**src/rtl/core/palr_pkg.sv**
```systemverilog
`timescale 1ns / 1ps

package palr_pkg;

    localparam int NVAL = 11;
    localparam logic [23:0] SPACING_RESET = 24'd4096;
    localparam logic [15:0] QUAT_ONE = 16'd16384;

    localparam int DVD_W = 64;
    localparam int DVS_W = 34;
    localparam int RAD_W = 66;
    localparam int ROOT_W = 33;

    typedef struct packed {
        logic signed [31:0] pos_x;
        logic signed [31:0] pos_y;
        logic signed [31:0] pos_z;
        logic signed [15:0] quat_x;
        logic signed [15:0] quat_y;
        logic signed [15:0] quat_z;
        logic signed [15:0] quat_w;
        logic signed [15:0] speed_long;
        logic signed [15:0] speed_lat;
        logic signed [15:0] accel;
        logic signed [15:0] yaw_rate;
        logic               final_point;
    } t_in_item;

    typedef struct packed {
        logic signed [31:0] out_x;
        logic signed [31:0] out_y;
        logic signed [31:0] out_z;
        logic signed [15:0] out_qx;
        logic signed [15:0] out_qy;
        logic signed [15:0] out_qz;
        logic signed [15:0] out_qw;
        logic signed [15:0] out_speed_long;
        logic signed [15:0] out_speed_lat;
        logic signed [15:0] out_accel;
        logic signed [15:0] out_yaw_rate;
        logic               run_end;
    } t_out_item;

    typedef struct packed {
        logic             start;
        logic [DVD_W-1:0] dividend;
        logic [DVS_W-1:0] divisor;
    } t_div_req;

    typedef struct packed {
        logic             done;
        logic [DVD_W-1:0] quot;
        logic [DVS_W-1:0] rem;
    } t_div_rsp;

    typedef struct packed {
        logic             start;
        logic [RAD_W-1:0] radicand;
    } t_sqrt_req;

    typedef struct packed {
        logic              done;
        logic [ROOT_W-1:0] root;
    } t_sqrt_rsp;

endpackage

```
**src/rtl/core/palr_div.sv**
```systemverilog
`timescale 1ns / 1ps

module palr_div
    import palr_pkg::*;
(
    input  logic     i_clk,
    input  logic     i_rst_n,
    input  t_div_req i_req,
    output t_div_rsp o_rsp
);

    logic             r_busy;
    logic             r_done;
    logic [5:0]       r_cnt;
    logic [DVD_W-1:0] r_dvd;
    logic [DVD_W-1:0] r_quot;
    logic [DVS_W-1:0] r_rem;
    logic [DVS_W-1:0] r_dvs;

    logic [DVS_W:0] rem2;
    logic [DVS_W:0] diff;
    logic           ge;

    assign rem2 = {r_rem, r_dvd[DVD_W-1]};
    assign ge   = rem2 >= {1'b0, r_dvs};
    assign diff = rem2 - {1'b0, r_dvs};

    always_ff @(posedge i_clk) begin
        if (!i_rst_n) begin
            r_busy <= 1'b0;
            r_done <= 1'b0;
            r_cnt  <= '0;
        end else begin
            r_done <= 1'b0;
            if (i_req.start) begin
                r_busy <= 1'b1;
                r_cnt  <= 6'd63;
            end else if (r_busy) begin
                r_cnt <= r_cnt - 6'd1;
                if (r_cnt == 6'd0) begin
                    r_busy <= 1'b0;
                    r_done <= 1'b1;
                end
            end
        end
    end

    always_ff @(posedge i_clk) begin
        if (i_req.start) begin
            r_dvd  <= i_req.dividend;
            r_dvs  <= i_req.divisor;
            r_rem  <= '0;
            r_quot <= '0;
        end else if (r_busy) begin
            r_dvd  <= {r_dvd[DVD_W-2:0], 1'b0};
            r_quot <= {r_quot[DVD_W-2:0], ge};
            r_rem  <= ge ? diff[DVS_W-1:0] : rem2[DVS_W-1:0];
        end
    end

    assign o_rsp.done = r_done;
    assign o_rsp.quot = r_quot;
    assign o_rsp.rem  = r_rem;

    a_start_idle: assert property (@(posedge i_clk) disable iff (!i_rst_n)
        i_req.start |-> !r_busy)
        else $error("divider restarted while busy");

endmodule

```
**config.mk**
```make
export PLATFORM = sky130hd
export DESIGN_NAME = palr_div
export DESIGN_NICKNAME = d
export VERILOG_FILES = /design/src/rtl/core/palr_pkg.sv /design/src/rtl/core/palr_div.sv
export SDC_FILE = /design/constraint.sdc
export NUM_CORES = 1
export LEC_CHECK = 0
export BUFFER_PORTS_ARGS = -buffer_cell sky130_fd_sc_hd__buf_2
export CORE_MARGIN = 3
export CORE_UTILIZATION = 35
export CTS_CLUSTER_DIAMETER = 30
export DETAILED_ROUTE_END_ITERATION = 8
export GPL_TIMING_DRIVEN = 0
export PLACE_DENSITY_LB_ADDON = 0.12
export SETUP_SLACK_MARGIN = 0.2
export SLEW_MARGIN = 20
export SYNTH_ARGS = -nofsm -noshare
export SYNTH_HDL_FRONTEND = slang
export SYNTH_SLANG_ARGS = --single-unit
```
**constraint.sdc**
```tcl
create_clock -name i_clk -period 4.1 [get_ports i_clk]
set_input_delay 0.82 -clock i_clk [delete_from_list [all_inputs] [get_ports i_clk]]
set_output_delay 0.82 -clock i_clk [all_outputs]
set_load 0.05 [all_outputs]
```
Word-level counts from Yosys, hierarchy flattened
Cells that the tools add are included.

word-level totals
  output and inout port bits = 99
  bits in registers = 204
  input port bits = 101
  logic and storage cells = 24

operators by class
  mux-type cells = 9
  bitwise logic cells = 2
  add/subtract/negate cells = 2
  $lt $le $gt $ge = 1
  reduce and logical (&&, ||, !) cells = 3

operator list
  kind                   number
  $mux W64               2
  $ge A35 B34 Y1         1
  $mux W34               1
  $sub A34 B34 Y34       1
  $mux W6                2
  $logic_not A6 Y1       1
  $sub A6 B1 Y6 const B  1
  $mux W1                4
  $reduce_or A3 Y1       1
  $not A1 Y1             2
  $reduce_bool A2 Y1     1

Logic depth before layout (Yosys ltp)
Gate-level depths: netlist of run 1.

  depth in word-level cells = 4
  depth in mapped cells = 13

Worst setup path after synthesis of run 1
No wires, ideal clock.

  path kind = flip-flop to flip-flop
  start = register r_rem[29]
  end = register r_rem[10]
  arrival = 2.765 ns
  stages on the path, launching flop included = 13
  library setup time = 0.133 ns
  setup slack = 1.202 ns
  cells stage by stage = dfxtp_1 > ha_1 > buf_2 > nand4_2 > or4_1 > nor3_1 > a211oi_1 > o21ai_1 > a21o_1 > buf_6 > buf_12 > mux2i_1 > a211oi_2

between the ends
  cells in the longest elaborated chain, start to end = 2

RTL lines
  element                 line            source
  start, declared         palr_div.sv:17  logic [DVS_W-1:0] r_rem;
  start signal, assigned  palr_div.sv:57  r_rem <= ge ? diff[DVS_W-1:0] : rem2[DVS_W-1:0];
  $ge A35 B34 Y1          palr_div.sv:25  assign ge = rem2 >= {1'b0, r_dvs};
  $mux W34                palr_div.sv:57

No other way between the ends.
A chain may end at the register's enable or synchronous reset.

Final worst setup path of run 1
  start = register r_dvs[4]
  end = register r_rem[27]

between the ends
  cells in the longest elaborated chain, start to end = 2

RTL lines
  element                                                    line                            source
  start, declared                                            palr_div.sv:18                  logic [DVS_W-1:0] r_dvs;
  start signal, assigned                                     palr_div.sv:51                  r_dvs <= i_req.divisor;
  $sub A34 B34 Y34 / $ge A35 B34 Y1 (equally long branches)  palr_div.sv:26, palr_div.sv:25
  $mux W34 (*)                                               palr_div.sv:57

Every way passes the cells marked *; elsewhere a longest branch is shown, timed or not.

==> qor.txt, run 1 <==
Setup Skew: 0.01176 ns
Gr usage total: 17.05%
Post-cts sizing count: 0
Drt wl/cell: 16.81 µm
Hpwl dp: 19060 µm
R2r setup slk: 0.83 ns
CP startpoint: r_dvs[4]
Top cells by area, synth: edfxtp_1, dfxtp_1, mux2i_1, mux2_2, ha_1
Initial core utilization: 36.01%
HP Class: in -> reg
Tcrit/Tclk final: 79.70%
Final antenna-violating net count: 0
Largest area contributor in the netlist: edfxtp_1
Most common flop cell mapped by yosys: dfxtp_1
H-tree depth: 2
PwrDens: 579.2 nW/µm²
Synth cell types: 69
Final Wtd Congestion: 0.8206
Initial DRC Count: 386
Cell area after synthesis: 10140 µm²
Mapped Cells: 918
Worst Path Required: 4.55 ns
Residual DRC: 0
Max-slew violations: 0
CP cell instances: inv_1 > ha_1 > a21oi_1 > nand3b_1 > o211ai_1 > a31o_1 > nand3_2 > a21oi_2 > clkbuf_1 > a41oi_1 > o21ai_0
Worst Path Arrival: 3.72 ns
Via count: 7816
Initial antenna violation count: 7
WL final: 26820 µm
Number of synthesized register bits: 204
Max_slew headroom: 35.03%
Grt total ovfl: 0
Vias per cell: 4.900
Rows: 61
Max cap viols: 0
Crit path max-delay family: compound AO/OA/AOI/OAI gates
Global-route wire length before repair: 42770 µm
Worst Setup EP: r_rem[27]
Worst-skew pair later-pin latency: 0.54 ns
DR pass1 iterations: 5
RSZ-0062 raised after global routing: false
Final setup viols: 0
Crit. End Element: flop
Number of enable flip-flop cells after synthesis: 98
Hold Fails Final Rpt: 0
Worst flop-to-flop path startpoint: r_dvs[4]
Syn nets: 1056
Startpoint type of the worst setup path: flop
Pre-CTS setup slack: 0.1413 ns
Fin crit period: 3.268 ns
Worst R2R End: r_rem[27]
Cts hold-fix bufs: 0
Most frequent cells after synthesis: dfxtp_1, nor2_1, edfxtp_1
CTS tree: yes
Num CTS Buffers: 53
Slew at the pin closest to its max-slew limit: 0.9746 ns
Full die area: 31050 µm²
Core Box Area: 28160 µm²
Placed cell area: 11640 µm²
Die Width: 176.2 µm
Port bufs: 199
R2R cell count: 11
WP depth: 11
WHS: 0.4542 ns
Setup slack after layout: 0.8323 ns
Area share of the largest cell type after synthesis: 29.02%
Largest net degree at the start of global routing: 49
Fmax: 0.3060 GHz
Share of cells above drive strength 1: 31.41%
Top-level port count: 200
Sink Count: 204
Design area: 13550 µm²
CTS Buffer Depth: 3
Synth warn: 0
Postcts setup bufs: 0
CP Class: reg -> reg
Clock transition at the registers of the reported paths: 0.05 ns
P_leak: 0.005886 µW
P&R area growth vs syn: 33.58%
Worst path buffer plus inverter count: 2
Async SR Flop Fraction: 0%
Most numerous cell in the Yosys netlist: dfxtp_1
Crit path max-delay cell type: clkbuf_1
Maximum vdd drop: 416.2 µV
Largest fanout on the critical path: 10
CTS root buffer: clkbuf_16
Number of global-route vias before repair: 7967
Die Y: 176.2 µm
Nets@finish: 1311
Syn Area/Cell: 11.05 µm²
Max incr delay on CP: 0.53 ns
Sequential share of the synthesized area: 49.94%
Status: finished, final reports clean
[layer usage]
| metal | routed length, µm | share of wire [%] | track usage (%) |
|---|---|---|---|
| met3 | 1996 | 7.4 | 5.828 |
| met1 | 12100 | 45 | 22.33 |
| met5 | 69 | 0.26 | 0 |
| met2 | 12200 | 45 | 26.92 |
| met4 | 461 | 1.7 | 4.685 |
[worst min-delay path by stage]
stage	from	endpoint	slack, ns	depth (start not counted)
floorplan	r_cnt[0]	r_cnt[0]	0.47	2
global placement	r_cnt[0]	r_cnt[0]	0.49	2
detailed placement	r_cnt[0]	r_cnt[0]	0.49	2
CTS	i_req[1]	r_dvs[1]	0.43	1
global route	i_req[33]	r_dvs[33]	0.43	1
finish	i_req[1]	r_dvs[1]	0.45	1
[cells by family (layout without fill, tap and decap cells)]
group / count (synthesis) / in the layout / share of synthesized area (%)
XOR/XNOR: 29 / 29 / 2.505
flip-flops: 204 / 204 / 49.94
AO/OA/AOI/OAI: 159 / 159 / 10.68
AND/OR/NAND/NOR: 232 / 232 / 11.08
buffers and inverters: 106 / 404 / 5.453
multiplexers: 151 / 151 / 15.69
other: 0 / 1 / 0
adder cells (fa/ha/maj): 37 / 37 / 4.639
[final cells by class]
| type | count | area, µm² |
|---|---|---|
| tap | 378 | 473.0 |
| fill | 2665 | 14620 |
| antenna | 1 | 2.502 |
| multi-input combinational | 608 | 4526 |
| clock buffer | 65 | 1444 |
| sequential | 204 | 5065 |
| clock inverter | 33 | 460.4 |
| timing repair buffer | 200 | 1023 |
| buffer | 56 | 365.4 |
| inverter | 50 | 187.7 |
[layout by cell type (no fill, tap or decap), types with 5 or more instances in the layout]
cell,instances
buf_2,203
a41oi_1,8
a211oi_1,22
bufinv_16,10
nand4_1,12
o21bai_1,9
dfxtp_1,106
edfxtp_1,98
clkbuf_1,37
a21oi_1,39
inv_1,50
nor3b_1,9
nand2_1,34
buf_6,8
nand3_1,11
xor2_1,10
xnor2_1,19
clkinv_2,8
clkbuf_16,55
nor3_1,16
nor2_1,105
and2_1,5
mux2i_1,87
ha_1,36
a31oi_1,5
a21o_1,10
o21ai_0,22
nand2b_1,12
mux2_2,64
[metrics by stage]
stage | power (µW) | cells | utilization (%) | setup TNS (ns)
floorplan | 3230 | 918 | - | 0
global placement | 3527 | 1495 | 41.22 | -33.20
detailed placement | 3537 | 1496 | 41.33 | 0
CTS | 7944 | 1594 | 48.09 | 0
global route | 8190 | 1595 | 48.10 | 0
finish | 7846 | 1595 | 48.10 | 0
[flip-flops by register name, indices dropped and copies added, names as in the netlist]
name / count
r_busy: 1
r_rem: 34
r_dvd: 64
r_cnt: 6
r_done: 1
r_quot: 64
r_dvs: 34
[power by group]
| part | internal, µW | total (µW) | leakage [µW] | switching, µW |
|---|---|---|---|---|
| clock network | 3110 | 4340 | 0.000925 | 1230 |
| logic | 456 | 1130 | 0.00312 | 675 |
| registers | 2300 | 2370 | 0.00184 | 70.8 |
[worst register-to-register path, stage by stage, from the launching register on]
cell      delay [ns]
edfxtp_1        0.36
inv_1           0.07
ha_1            0.27
a21oi_1         0.33
nand3b_1        0.16
o211ai_1        0.35
a31o_1          0.26
nand3_2         0.12
a21oi_2         0.44
clkbuf_1        0.53
a41oi_1         0.19
o21ai_0         0.12
(Power assumes the default switching activity.)
==> run 2, diff against run 1 <==
- clock period: 4.1 -> 3.45 ns (I/O delays scaled with it)
==> run 2 against run 1 <==
Utilization increased by 0.16 points; clock skew increased by 0.00099 ns; register-to-register slack got worse by 0.47 ns; global-route usage about the same; non-clock buffer count unchanged; critical path depth increased by 1; sequential power increased by 19%; clock power increased by 19%; wire length increased by 0.24%; final cell count unchanged; setup slack got worse by 0.47 ns; sequential cell count unchanged.
==> qor.txt, run 2 (synthesis results as in run 1) <==
Biggest regs: r_dvd (64), r_quot (64)
R2R cell count: 12 (+1)
Die Width: 176.2 µm (unchanged)
Setup slack after layout: 0.3633 ns (-0.4690 ns)
Top-level port count: 200 (unchanged)
Initial DRC Count: 351 (-9.1%)
Number of global-route vias before repair: 7972 (+0.063%)
Core Box Area: 28160 µm² (unchanged)
CTS tree: yes
Nets@finish: 1311 (unchanged)
CP cell instances: ha_1 > buf_6 > nand4_1 > a2111oi_1 > o211ai_1 > a31o_1 > nand3_2 > a21o_1 > buf_6 > buf_12 > mux2i_2 > o22ai_1
Via count: 7857 (+0.52%)
Die Y: 176.2 µm (unchanged)
HP Class: in -> reg
Startpoint type of the worst setup path: flop
Gr usage total: 17.04% (about the same)
Worst flop-to-flop path startpoint: r_rem[13]
Crit path max-delay family: compound AO/OA/AOI/OAI gates
Crit. End Element: flop
Net Sw Frac: 25.30% (+0.070 points)
Sw Pwr: 2363 µW (+19%)
Initial antenna violation count: 7 (unchanged)
Residual DRC: 0 (unchanged)
Full die area: 31050 µm² (unchanged)
Largest net degree at the start of global routing: 49 (unchanged)
CTS root buffer: clkbuf_16
Cts hold-fix bufs: 0 (unchanged)
WHS: 0.3242 ns (-0.1299 ns)
Cell Int Power: 6978 µW (+19%)
Max_slew headroom: 44.96% (+9.9 points)
Hold EP: r_dvs[1]
Hpwl dp: 19060 µm (unchanged)
Rows: 61 (unchanged)
PwrDens: 687.3 nW/µm² (+19%)
Clock share of power: 55.3% (about the same)
Share of cells above drive strength 1: 32.07% (+0.66 points)
Setup Skew: 0.01275 ns (+0.0009886 ns)
H-tree depth: 2 (unchanged)
P&R area growth vs syn: 34.03%
Worst path buffer plus inverter count: 3 (+1)
Pre-CTS setup slack: -0.3787 ns (-0.5200 ns)
Final Wtd Congestion: 0.8206 (unchanged)
P_leak: 0.005880 µW (about the same)
Worst-skew pair later-pin latency: 0.54 ns (about the same)
Final antenna-violating net count: 0 (unchanged)
Initial core utilization: 36.01% (unchanged)
Fmax: 0.3240 GHz (+5.9%)
Slew at the pin closest to its max-slew limit: 0.8256 ns (-0.1490 ns)
Max incr delay on CP: 0.44 ns (-0.09 ns)
Maximum vdd drop: 494.6 µV (+19%)
Comb power frac: 14.6% (+0.2 points)
Fin crit period: 3.087 ns (-0.1810 ns)
Vias per cell: 4.926 (+0.52%)
Grt total ovfl: 0 (unchanged)
Hold Fails Final Rpt: 0 (unchanged)
Largest fanout on the critical path: 10 (unchanged)
Clock transition at the registers of the reported paths: 0.05 ns (about the same)
Seq pwr share: 30.2% (about the same)
Hold Path Stages: 1 (unchanged)
Pwr Total: 9341 µW (+19%)
Placed cell area: 11640 µm² (unchanged)
Drt wl/cell: 16.86 µm (+0.24%)
Worst R2R End: r_rem[13]
Final setup viols: 0 (unchanged)
Commonest non-fill, non-tap cell in the layout: buf_2
Status: finished, final reports clean
Worst Path Arrival: 3.48 ns (-0.24 ns)
Worst Path Required: 3.84 ns (-0.71 ns)
Sink Count: 204 (unchanged)
Commonest cells after routing, fill and taps aside: buf_2, dfxtp_1, nor2_1
DR pass1 iterations: 4 (-1)
R2r setup slk: 0.36 ns (-0.47 ns)
Most frequent CP cell: buf_6
Port bufs: 199 (unchanged)
Tcrit/Tclk final: 89.47% (+9.8 points)
Num CTS Buffers: 53 (unchanged)
Global-route wire length before repair: 42760 µm (about the same)
Crit path max-delay cell type: a2111oi_1
Max cap viols: 0 (unchanged)
Hold Startpoint: i_req[1]
CTS Buffer Depth: 3 (unchanged)
Design area: 13590 µm² (+0.33%)
WL final: 26880 µm (+0.24%)
Max-slew violations: 0 (unchanged)
RSZ-0062 raised after global routing: true
CP Class: reg -> reg
-- run 2: final cells by class --
class / count / area, µm²
repair buffers: 200 / 1026
multi-input cells: 608 / 4567
inverters: 50 / 187.7
fillers: 2660 / 14570
well taps: 378 / 473.0
clock inverters: 33 / 460.4
plain buffers: 56 / 366.6
flip-flops and latches: 204 / 5065
clock buffers: 65 / 1444
diodes: 1 / 2.502
-- run 2: repair_timing --
item                                   4_1_cts  5_1_grt
endpoints found under the hold margin        0        0
setup buffers                                0        0
resized for setup                            2       11
gates cloned                                 0        0
setup endpoints to repair                   21       25
-- run 2: how the worst max path moves through the flow --
stage                    from   endpoint  slack (ns)  depth (start not counted)
floorplan           r_rem[29]  r_rem[10]        0.55                         12
global placement    i_req[98]  r_dvd[10]       -1.04                          4
detailed placement  i_req[98]   r_dvd[6]       -0.38                          5
CTS                 r_dvd[63]  r_rem[28]        0.26                         12
global route        r_dvd[63]  r_rem[28]        0.20                         12
finish              r_rem[13]  r_rem[13]        0.36                         12
-- run 2: metal layers --
layer	share of wire, %	global-route usage [%]
met1	45	22.25
met2	45	26.84
met3	7.4	5.828
met4	1.8	4.982
met5	0.26	0
-- run 2: power by group through the flow --
stage / clock network [µW] / logic (µW) / registers, µW
global route: 5420 / 1500 / 2830
finish: 5160 / 1360 / 2820
detailed placement: 0 / 1350 / 2860
global placement: 0 / 1330 / 2860
CTS: 5270 / 1350 / 2820
floorplan: 0 / 868 / 2970
-- run 2: metrics by stage --
step | TNS (ns) | utilization [%] | std cells
6_report | 0 | 48.26 | 1595
5_1_grt | 0 | 48.26 | 1595
4_1_cts | 0 | 48.11 | 1594
3_5_place_dp | -19.36 | 41.33 | 1496
3_3_place_gp | -66.48 | 41.22 | 1495
2_1_floorplan | 0 | - | 918
