## src/rtl/core/palr_pkg.sv

```systemverilog
`timescale 1ns / 1ps

package palr_pkg;

    localparam int NVAL = 11;
    localparam logic [23:0] SPACING_RESET = 24'd4096;
    localparam logic [15:0] QUAT_ONE = 16'd16384;

    localparam int DVD_W = 64;
    localparam int DVS_W = 34;
    localparam int RAD_W = 66;
    localparam int ROOT_W = 33;

    typedef struct packed {
        logic signed [31:0] pos_x;
        logic signed [31:0] pos_y;
        logic signed [31:0] pos_z;
        logic signed [15:0] quat_x;
        logic signed [15:0] quat_y;
        logic signed [15:0] quat_z;
        logic signed [15:0] quat_w;
        logic signed [15:0] speed_long;
        logic signed [15:0] speed_lat;
        logic signed [15:0] accel;
        logic signed [15:0] yaw_rate;
        logic               final_point;
    } t_in_item;

    typedef struct packed {
        logic signed [31:0] out_x;
        logic signed [31:0] out_y;
        logic signed [31:0] out_z;
        logic signed [15:0] out_qx;
        logic signed [15:0] out_qy;
        logic signed [15:0] out_qz;
        logic signed [15:0] out_qw;
        logic signed [15:0] out_speed_long;
        logic signed [15:0] out_speed_lat;
        logic signed [15:0] out_accel;
        logic signed [15:0] out_yaw_rate;
        logic               run_end;
    } t_out_item;

    typedef struct packed {
        logic             start;
        logic [DVD_W-1:0] dividend;
        logic [DVS_W-1:0] divisor;
    } t_div_req;

    typedef struct packed {
        logic             done;
        logic [DVD_W-1:0] quot;
        logic [DVS_W-1:0] rem;
    } t_div_rsp;

    typedef struct packed {
        logic             start;
        logic [RAD_W-1:0] radicand;
    } t_sqrt_req;

    typedef struct packed {
        logic              done;
        logic [ROOT_W-1:0] root;
    } t_sqrt_rsp;

endpackage

```

## src/rtl/core/palr_sqrt.sv

```systemverilog
`timescale 1ns / 1ps

module palr_sqrt
    import palr_pkg::*;
(
    input  logic      i_clk,
    input  logic      i_rst_n,
    input  t_sqrt_req i_req,
    output t_sqrt_rsp o_rsp
);

    logic              r_busy;
    logic              r_done;
    logic [5:0]        r_cnt;
    logic [RAD_W-1:0]  r_rad;
    logic [ROOT_W-1:0] r_root;
    logic [ROOT_W+1:0] r_rem;

    logic [ROOT_W+3:0] rem4;
    logic [ROOT_W+3:0] trial;
    logic [ROOT_W+3:0] diff;
    logic              ge;

    assign rem4  = {r_rem, r_rad[RAD_W-1:RAD_W-2]};
    assign trial = {2'b00, r_root, 2'b01};
    assign ge    = rem4 >= trial;
    assign diff  = rem4 - trial;

    always_ff @(posedge i_clk) begin
        if (!i_rst_n) begin
            r_busy <= 1'b0;
            r_done <= 1'b0;
            r_cnt  <= '0;
        end else begin
            r_done <= 1'b0;
            if (i_req.start) begin
                r_busy <= 1'b1;
                r_cnt  <= 6'(ROOT_W - 1);
            end else if (r_busy) begin
                r_cnt <= r_cnt - 6'd1;
                if (r_cnt == 6'd0) begin
                    r_busy <= 1'b0;
                    r_done <= 1'b1;
                end
            end
        end
    end

    always_ff @(posedge i_clk) begin
        if (i_req.start) begin
            r_rad  <= i_req.radicand;
            r_root <= '0;
            r_rem  <= '0;
        end else if (r_busy) begin
            r_rad  <= {r_rad[RAD_W-3:0], 2'b00};
            r_root <= {r_root[ROOT_W-2:0], ge};
            r_rem  <= ge ? diff[ROOT_W+1:0] : rem4[ROOT_W+1:0];
        end
    end

    assign o_rsp.done = r_done;
    assign o_rsp.root = r_root;

    a_start_idle: assert property (@(posedge i_clk) disable iff (!i_rst_n)
        i_req.start |-> !r_busy)
        else $error("square root restarted while busy");

endmodule

```

## config.mk

```make
export PLATFORM = sky130hd
export DESIGN_NAME = palr_sqrt
export DESIGN_NICKNAME = d
export VERILOG_FILES = /design/src/rtl/core/palr_pkg.sv /design/src/rtl/core/palr_sqrt.sv
export SDC_FILE = /design/constraint.sdc
export NUM_CORES = 1
export LEC_CHECK = 0
export ABC_AREA = 1
export BUFFER_PORTS_ARGS = -buffer_cell sky130_fd_sc_hd__buf_2
export CAP_MARGIN = 40
export CORE_MARGIN = 1
export CORE_UTILIZATION = 50
export CTS_CLUSTER_DIAMETER = 100
export CTS_CLUSTER_SIZE = 24
export DETAILED_ROUTE_END_ITERATION = 10
export GPL_ROUTABILITY_DRIVEN = 0
export HOLD_SLACK_MARGIN = 0.08
export PLACE_DENSITY = 0.75
export SLEW_MARGIN = 30
export SYNTH_ARGS = -nofsm -noshare
export SYNTH_HDL_FRONTEND = slang
export SYNTH_SLANG_ARGS = --single-unit
```

## constraint.sdc

```tcl
create_clock -name i_clk -period 5.97 [get_ports i_clk]
set_input_delay 1.194 -clock i_clk [delete_from_list [all_inputs] [get_ports i_clk]]
set_output_delay 1.194 -clock i_clk [all_outputs]
set_load 0.01 [all_outputs]
```

# After elaboration in Yosys (flattened, before gate mapping)
# Index checks and enable logic that the tools add are counted.
# op_classes
muxes,9
bitwise,2
n_reduce_logical,4
order_cmp,1
n_addsub,2
# op_table
cell,n
two-way mux 66 bit,2
>= comparator 37 x 35 -> 1 bit,1
two-way mux 35 bit,1
subtractor 35 bit,1
two-way mux 6 bit,2
logical NOT 6 bit,1
subtractor 6 x 1 -> 6 bit (second input constant),1
two-way mux 1 bit,4
OR reduction 3 bit,1
inverter 1 bit,2
nonzero test 2 bit,1
OR reduction 2 bit,1
# totals
register_bits,142
word_cells,25

# Logic depth before layout (Yosys ltp)
# Gate-level depths: netlist (run 1).
# logic_depth
word_depth,4
depth_mapped,17

# Least setup slack after synthesis (run 1)
# OpenSTA, ideal clock, no wires.
# synth_path
path_type,input -> register
from,in i_req[66] (netlist bit)
to,reg r_rad[0] (enable)
path_stages,4
path_slack_ns,1.952
setup_ns,0.456
arrival_time_ns,3.562
path_cell_list,clkbuf_1 > nor2_1 > clkinv_1 > clkbuf_1
# synth_via
elab_chain_len,1
# synth_rtl
item,line_no,source
"start, declared",palr_sqrt.sv:8,"input t_sqrt_req i_req,"
nonzero test 2 bit (no source line),-,
"end signal, assigned",palr_sqrt.sv:51,r_rad <= i_req.radicand;
"end signal, assigned",palr_sqrt.sv:55,"r_rad <= {r_rad[RAD_W-3:0], 2'b00};"
"end, declared",palr_sqrt.sv:15,logic [RAD_W-1:0] r_rad;
# No other way between the ends.
# A chain may end at the register's enable or synchronous reset.

# Worst setup path in the final report (run 1)
# layout_path
from,reg r_root[21]
to,reg r_rem[7]
# layout_via
elab_chain_len,2
# layout_rtl
item,line_no,source
"start, declared",palr_sqrt.sv:16,logic [ROOT_W-1:0] r_root;
"start signal, assigned",palr_sqrt.sv:56,"r_root <= {r_root[ROOT_W-2:0], ge};"
>= comparator 37 x 35 -> 1 bit,palr_sqrt.sv:26,assign ge = rem4 >= trial;
two-way mux 35 bit,palr_sqrt.sv:57,r_rem <= ge ? diff[ROOT_W+1:0] : rem4[ROOT_W+1:0];
"end signal, assigned",palr_sqrt.sv:57,
"end, declared",palr_sqrt.sv:17,logic [ROOT_W+1:0] r_rem;
# No other way between the ends.

==> results of run 1 <==
-- registers in the layout (all words and copies together) (netlist names) --
signal and flops:
r_busy 1, r_cnt 6, r_done 1, r_rad 66, r_rem 35, r_root 33
-- worst max-delay path by stage --
stage | from | end | slack, ps | depth (start not counted)
4_1_cts | r_root[15] | r_rem[6] | 3270 | 14
6_report | r_root[21] | r_rem[7] | 3220 | 14
5_1_grt | r_root[22] | r_rem[32] | 3030 | 12
2_1_floorplan | i_req[66] | r_rad[0] | 1950 | 4
3_3_place_gp | i_req[66] | r_rad[51] | 2870 | 4
3_5_place_dp | i_req[66] | r_rad[48] | 2910 | 5
-- cells by family (layout without fill, tap and decap cells) --
group / after synthesis / count (layout)
simple gates: 768 / 768
buf+inv: 228 / 324
flops: 142 / 142
compound gates: 80 / 80
fa+ha+maj: 36 / 36
xor+xnor: 16 / 16
-- stage by stage --
stage,setup WS (ps),util (%)
2_1_floorplan,1950,-
3_3_place_gp,2870,54.4
3_5_place_dp,2910,54.5
4_1_cts,3270,57.9
5_1_grt,3030,57.9
6_report,3220,57.9
-- report_power, final --
part	internal [mW]	switching (mW)	leakage [nW]	total [mW]
registers	1.14	0.0694	1.29	1.21
clock network	0.623	0.444	0.280	1.07
logic	0.970	2.23	3.75	3.20
total	2.73	2.74	5.32	5.47
-- final cells by class --
type	instances	share of cell area, %
clock inverter	14	1.55
clock buffer	18	4.30
multi-input combinational	900	43.6
timing repair buffer	109	5.77
inverter	183	6.89
tap	225	2.82
sequential	142	35.1
-- tightest hold or removal path, stage by stage, from the launching register on --
cell and delay [ps]:
dfxtp_1 310, nand2_1 60, a21oi_1 60
-- cells in the final DEF, fill, tap and decap left out, types with 2 or more instances in the layout --
cell	instances
nand2_1	512
inv_1	177
buf_2	102
nor2_1	81
nand3_1	78
dfxtp_1	75
edfxtp_1	66
nand4_1	43
ha_1	36
o22ai_1	32
a21oi_1	26
nand2_2	18
clkbuf_16	17
xor2_1	16
nor2_2	10
nand3b_1	7
o21ai_0	6
inv_6	6
buf_4	6
o21bai_1	5
inv_2	4
and2_1	4
nor3_1	4
clkinv_1	3
nor2_4	2
nor4_1	2
o21ai_2	2
bufinv_16	2
clkinvlp_4	2
-- layer usage --
| layer | global-route usage, % | part of all wire, % |
|---|---|---|
| met1 | 31.6 | 45 |
| met3 | 4.43 | 6.2 |
| met2 | 39.7 | 45 |
| met5 | 0 | 0 |
| met4 | 13.0 | 3.9 |
==> flow_summary.yaml, run 1 <==
clock_network:
  ctsRootBufferMaster: "clkbuf_16"
  numClockSinks: 142
  cts_tree: "built"
  worst_skew_pair.late_latency_ps: 430
  cts_setup_buffers: 0
  hold_buffers: 0
  htreeDepth: 4
  clk_pin_slew_ps: 60
  clk_path_buf_depth: 2
  numCtsBuffers: 17
  cts_resized: 0
job:
  cap_violations: 0
place:
  dpl_cell_area_um2: 9400
  dpl.cell_count: 1559
  port_buffers: 102
  hpwlAfterDp_mm: 15.4
routing:
  drc: 0
  vias: 8155
  routedWlPerCell_um: 13.3
  drt_iter0_markers: 566
  antenna_left: 0
  viasPerCell: 5.13
  drtPass1Iterations: 5
  drt-total-wl_mm: 21.2
logic_synthesis:
  synth-adder-area-share_pct: 5.11
  synth_compound_gate_area_share_pct: 5.58
  ys_seq_elements: 142
  synth.most_common_cell: "nand2_1"
  synthFlopType: "dfxtp_1"
  synth_top_area_share_pct: 22.5
  yosys_warnings: 0
  synthCells: 1270
  syn_area_um2: 8810
  synth_edf_count: 66
  synth_top_cells_by_area: "edfxtp_1 (22%), nand2_1 (22%), dfxtp_1 (17%)"
  seq_area_frac_synth_pct: 39.8
  synth_top_family_by_area: "simple AND/OR/NAND/NOR gates"
  synth_top_cell_by_area: "edfxtp_1"
  synth-xor-area-share_pct: 1.59
  ys_types: 44
  synth.area.mux_share_pct: 0
  avgSynthCellArea_um2: 6.94
  synthArstFlopShare_pct: 0
  synth_common_cells: "nand2_1 (512), inv_1 (179), nor2_1 (81)"
  yosys.area_share.simple_pct: 37.1
  syn_nets: 1375
die:
  die_y_um: 135
  io_pins: 103
  num_rows: 48
  die_w_um: 135
  core_region_area_um2: 17200
  start_util_pct: 51.1
  die-area_um2: 18200
cells_and_area:
  finalNonFillerCells: 1591
  syn_to_final_growth_pct: 13.3
  design_area_um2: 9980
  multiInputGateArea_um2: 4350
  drive_above_1_share_pct: 13.3
  nNetsFinal: 1458
  antenna_cells: 0
  seq_area_um2: 3500
  fill_cells: 1637
setup_path:
  required_ps: 6350
  endpoint_kind: "flip-flop"
  reg2reg_to: "r_rem[7]"
  cp_slowest_stage_delay_ps: 600
  ff2ff_path_depth: 14
  crit_arrival_ps: 3120
  r2r_slack_ps: 3220
  timing_worst_setup_path_type: "flip-flop to flip-flop"
  r2r-start: "r_root[21]"
  path_max_fanout: 17
  path_buf_inv: 3
  start_kind: "flip-flop"
  slowest_stage: "nor2_2"
  cp_top_family: "simple AND/OR/NAND/NOR gates"
  path_cells: "inv_1, ha_1, nand2_2, nor2_2, nand2_1, nor2_2, nand3_1, nand2_1, nor2_2, buf_4, nand4_1, nand3_1, nand2_1, inv_1"
worst_hold_path:
  hold_depth: 2
  min_to: "r_cnt[0]"
  hp-class: "flip-flop to flip-flop"
  hp-start: "r_cnt[0]"
pwr:
  p_total_mw: 5.47
  p_leak_nw: 5.32
  ir_drop_mv: 0.421
  p_per_area_nw_per_um2: 548
sta:
  fin_tns_setup_ps: 0
  maxSlewViolCount: 0
  whs_ps: 488
  fin_crit_sh_pct: 46.0
  report.final.hold_viol_count: 0
  rsz0062_at_grt: "false"
  worst_pin_slew_ps: 789
  slew_headroom_pct: 47.3
  period_needed_ps: 2750
  fmax_mhz: 364
  skew_ps: 8.41
  setup-violations-final: 0
grt:
  track_usage_pct: 24.7
  antenna_found_initial: 0
  grt_pass1_wl_mm: 35.3
  grt_max_degree: 75
  first_global_vias: 7573
  grt_overflow: 0
outcome:
  outcome: "complete, no violations"
Power figures use the tool's default switching activity.
==> run 2: changes to the inputs <==
ABC_AREA = 0   (was 1)
PLACE_DENSITY = 0.76   (was 0.75)
clock period = 2.6 ns   (was 5.97 ns; I/O delays follow)
==> run 2 against run 1 <==
The run now ends with negative setup slack left. Clock skew up 4.9 ps. Maximum frequency increased by 1.0%. Sequential cell count unchanged. Design area increased by 9.4%. Global-route usage is 1.2 points lower. Critical path depth down 1. Non-clock buffer count grew 148. Total power up 89%. Clock-buffer cell count down 1. Worst hold slack lost 160 ps. Synthesized cell count down 39%. Critical path type unchanged. Critical endpoint is now r_rem[0]. Largest cell class unchanged.
==> flow_summary.yaml, run 2 <==
outcome:
  outcome: "complete, but fails checks"
  violations: "negative setup slack"
routing:
  vias: 6808
  routedWlPerCell_um: 17.0
  drt_iter0_markers: 483
  viasPerCell: 5.64
  antenna_left: 0
  drt-total-wl_mm: 20.5
  drc: 0
  drtPass1Iterations: 5
setup_path:
  slowest_stage: "o31a_4"
  timing.critical_path.from: "r_root[16]"
  reg2reg_to: "r_rem[0]"
  path_buf_inv: 2
  required_ps: 2920
  path_cells: "inv_2, ha_4, nand4_1, nor3_2, nand3b_1, a21oi_2, o21ai_2, o31a_4, buf_6, xnor2_1, nor2_1, a21oi_1, nor2_1"
  timing_worst_setup_path_type: "flip-flop to flip-flop"
  ff2ff_path_depth: 13
  path_max_fanout: 6
  endpoint_kind: "flip-flop"
  r2r-start: "r_root[16]"
  crit_top_cell: "nor2_1"
  r2r_slack_ps: -120
  cp_num_cells: 13
  cp_top_family: "compound AO/OA/AOI/OAI gates"
  cp_slowest_stage_delay_ps: 420
  endpoint: "r_rem[0]"
  crit_arrival_ps: 3030
  start_kind: "flip-flop"
sta:
  fin_crit_sh_pct: 105
  whs_ps: 326
  fmax_mhz: 368
  setup-violations-final: 25
  setup_ws_ps: -117
  slew_headroom_pct: 63.5
  maxSlewViolCount: 0
  report.final.hold_viol_count: 0
  skew_ps: 13.3
  fin_tns_setup_ps: -1010
  period_needed_ps: 2720
  worst_pin_slew_ps: 547
  rsz0062_at_grt: "true"
cells_and_area:
  largest_register_ffs: 66
  final_core_util_pct: 72.1
  top_regs: "r_rad x66, r_rem x35, r_root x33"
  design_area_um2: 10900
  regMostFlops: "r_rad"
  syn_to_final_growth_pct: 41.4
  nNetsFinal: 1112
  final_cell_mix: "buf_4 (143), buf_2 (101), nor2_1 (95)"
  layout_commonest_cell: "buf_4"
  antenna_cells: 0
  drive_above_1_share_pct: 48.7
place:
  dpl_cell_area_um2: 9400
  hpwlAfterDp_mm: 12.4
  port_buffers: 102
  post-place-ws_ps: -232
clock_network:
  clk_pin_slew_ps: 70
  worst_skew_pair.late_latency_ps: 430
  hold_buffers: 0
  htreeDepth: 4
  numClockSinks: 142
  numCtsBuffers: 17
  ctsRootBufferMaster: "clkbuf_16"
  clk_path_buf_depth: 2
  cts_tree: "built"
die:
  num_rows: 45
  die_y_um: 126
  die-area_um2: 16000
  start_util_pct: 51.0
  core_region_area_um2: 15100
  die_w_um: 126
  io_pins: 103
grt:
  grt_pass1_wl_mm: 29.8
  first_global_vias: 6362
  grt_overflow: 0
  track_usage_pct: 23.5
  grt_max_degree: 112
  antenna_found_initial: 0
logic_synthesis:
  ys_types: 58
  yosys_warnings: 0
  seq_area_frac_synth_pct: 45.3
  ys_seq_elements: 142
  syn_nets: 878
  syn_area_um2: 7730
  synth_edf_count: 66
  synth_top_area_share_pct: 25.6
  synthArstFlopShare_pct: 0
  avgSynthCellArea_um2: 10.0
  synth_top_cell_by_area: "edfxtp_1"
  synth_top_cells_by_area: "edfxtp_1 (26%), dfxtp_1 (20%), mux2_2 (9.3%)"
  synthCells: 773
  synth.most_common_cell: "nor2_1"
  synthFlopType: "dfxtp_1"
  synth_common_cells: "nor2_1 (99), dfxtp_1 (76), edfxtp_1 (66)"
worst_hold_path:
  hp-class: "input pin to flip-flop"
pwr:
  ir_drop_mv: 0.839
  p_per_area_nw_per_um2: 949
  p_leak_nw: 4.58
job:
  cap_violations: 0
[run 2: changes by cell type after synthesis, moves of 18 or more]
| cell | before | now |
|---|---|---|
| a211oi_1 | 1 | 27 |
| a21oi_1 | 26 | 48 |
| inv_1 | 179 | 48 |
| mux2_2 | 0 | 64 |
| mux2i_1 | 0 | 44 |
| nand2_1 | 512 | 44 |
| nand2_2 | 18 | 0 |
| nand3_1 | 78 | 5 |
| nand4_1 | 43 | 9 |
| nor2_1 | 81 | 99 |
| o21ai_0 | 6 | 27 |
| o22ai_1 | 32 | 2 |
| xnor2_1 | 0 | 18 |
[run 2: through the flow]
| step | std cells | total power [mW] |
|---|---|---|
| after floorplan | 773 | 5.24 |
| after global placement | 1147 | 6.34 |
| after global routing | 1208 | 10.8 |
| after detailed placement | 1147 | 6.40 |
| final | 1208 | 10.4 |
| after CTS | 1191 | 9.58 |
[run 2: cells by family (layout without fill, tap and decap cells)]
| family | count (synthesis) | count (layout) | share of synthesized area [%] |
|---|---|---|---|
| buffers and inverters | 91 | 337 | 4.78 |
| AND/OR/NAND/NOR | 197 | 197 | 11.1 |
| flip-flops | 142 | 142 | 45.3 |
| adder cells (fa/ha/maj) | 36 | 36 | 5.83 |
| XOR/XNOR | 29 | 29 | 3.29 |
| multiplexers | 108 | 108 | 15.0 |
| AO/OA/AOI/OAI | 170 | 171 | 14.7 |
[run 2: metal layers]
layer	vias to the layer above	track usage (%)	wire length [µm]
li1	3263	-	-
met1	3254	28.7	8650
met2	235	40.1	9920
met3	56	6.87	1310
met4	0	7.09	620
met5	-	0	0
[run 2: worst min-delay path by stage]
stage	from	end	slack (ps)	depth (start not counted)
after floorplan	r_cnt[0]	r_cnt[0]	440	2
final	i_rst_n	r_cnt[5]	330	2
after detailed placement	r_cnt[0]	r_cnt[0]	450	2
after global placement	r_cnt[0]	r_cnt[0]	440	2
after CTS	i_rst_n	r_cnt[5]	320	2
after global routing	i_rst_n	r_cnt[5]	320	2
[run 2: timing repair]
action,4_1_cts,5_1_grt
gates cloned,4,1
setup endpoints to repair,36,36
pin swaps,26,62
setup buffers,8,18
gates resized for setup,52,107
[run 2: final cells by class]
| cell class | instances | area [µm²] |
|---|---|---|
| clock buffer | 17 | 425 |
| clock inverter | 15 | 168 |
| fill | 1010 | 4220 |
| inverter | 48 | 184 |
| multi-input combinational | 541 | 4580 |
| sequential | 142 | 3540 |
| tap | 188 | 235 |
| timing repair buffer | 257 | 1790 |
[run 2: power breakdown]
part / switching, mW / internal (mW) / leakage [nW]
Clock: 1.09 / 1.37 / 0.291
Combinational: 2.54 / 2.62 / 2.99
Sequential: 0.155 / 2.60 / 1.30
[run 2: worst reg2reg max path, stage by stage, from the launching register on]
cell	delay (ps)
dfxtp_2	340
inv_2	50
ha_4	280
nand4_1	180
nor3_2	320
nand3b_1	140
a21oi_2	180
o21ai_2	100
o31a_4	420
buf_6	150
xnor2_1	180
nor2_1	70
a21oi_1	140
nor2_1	60
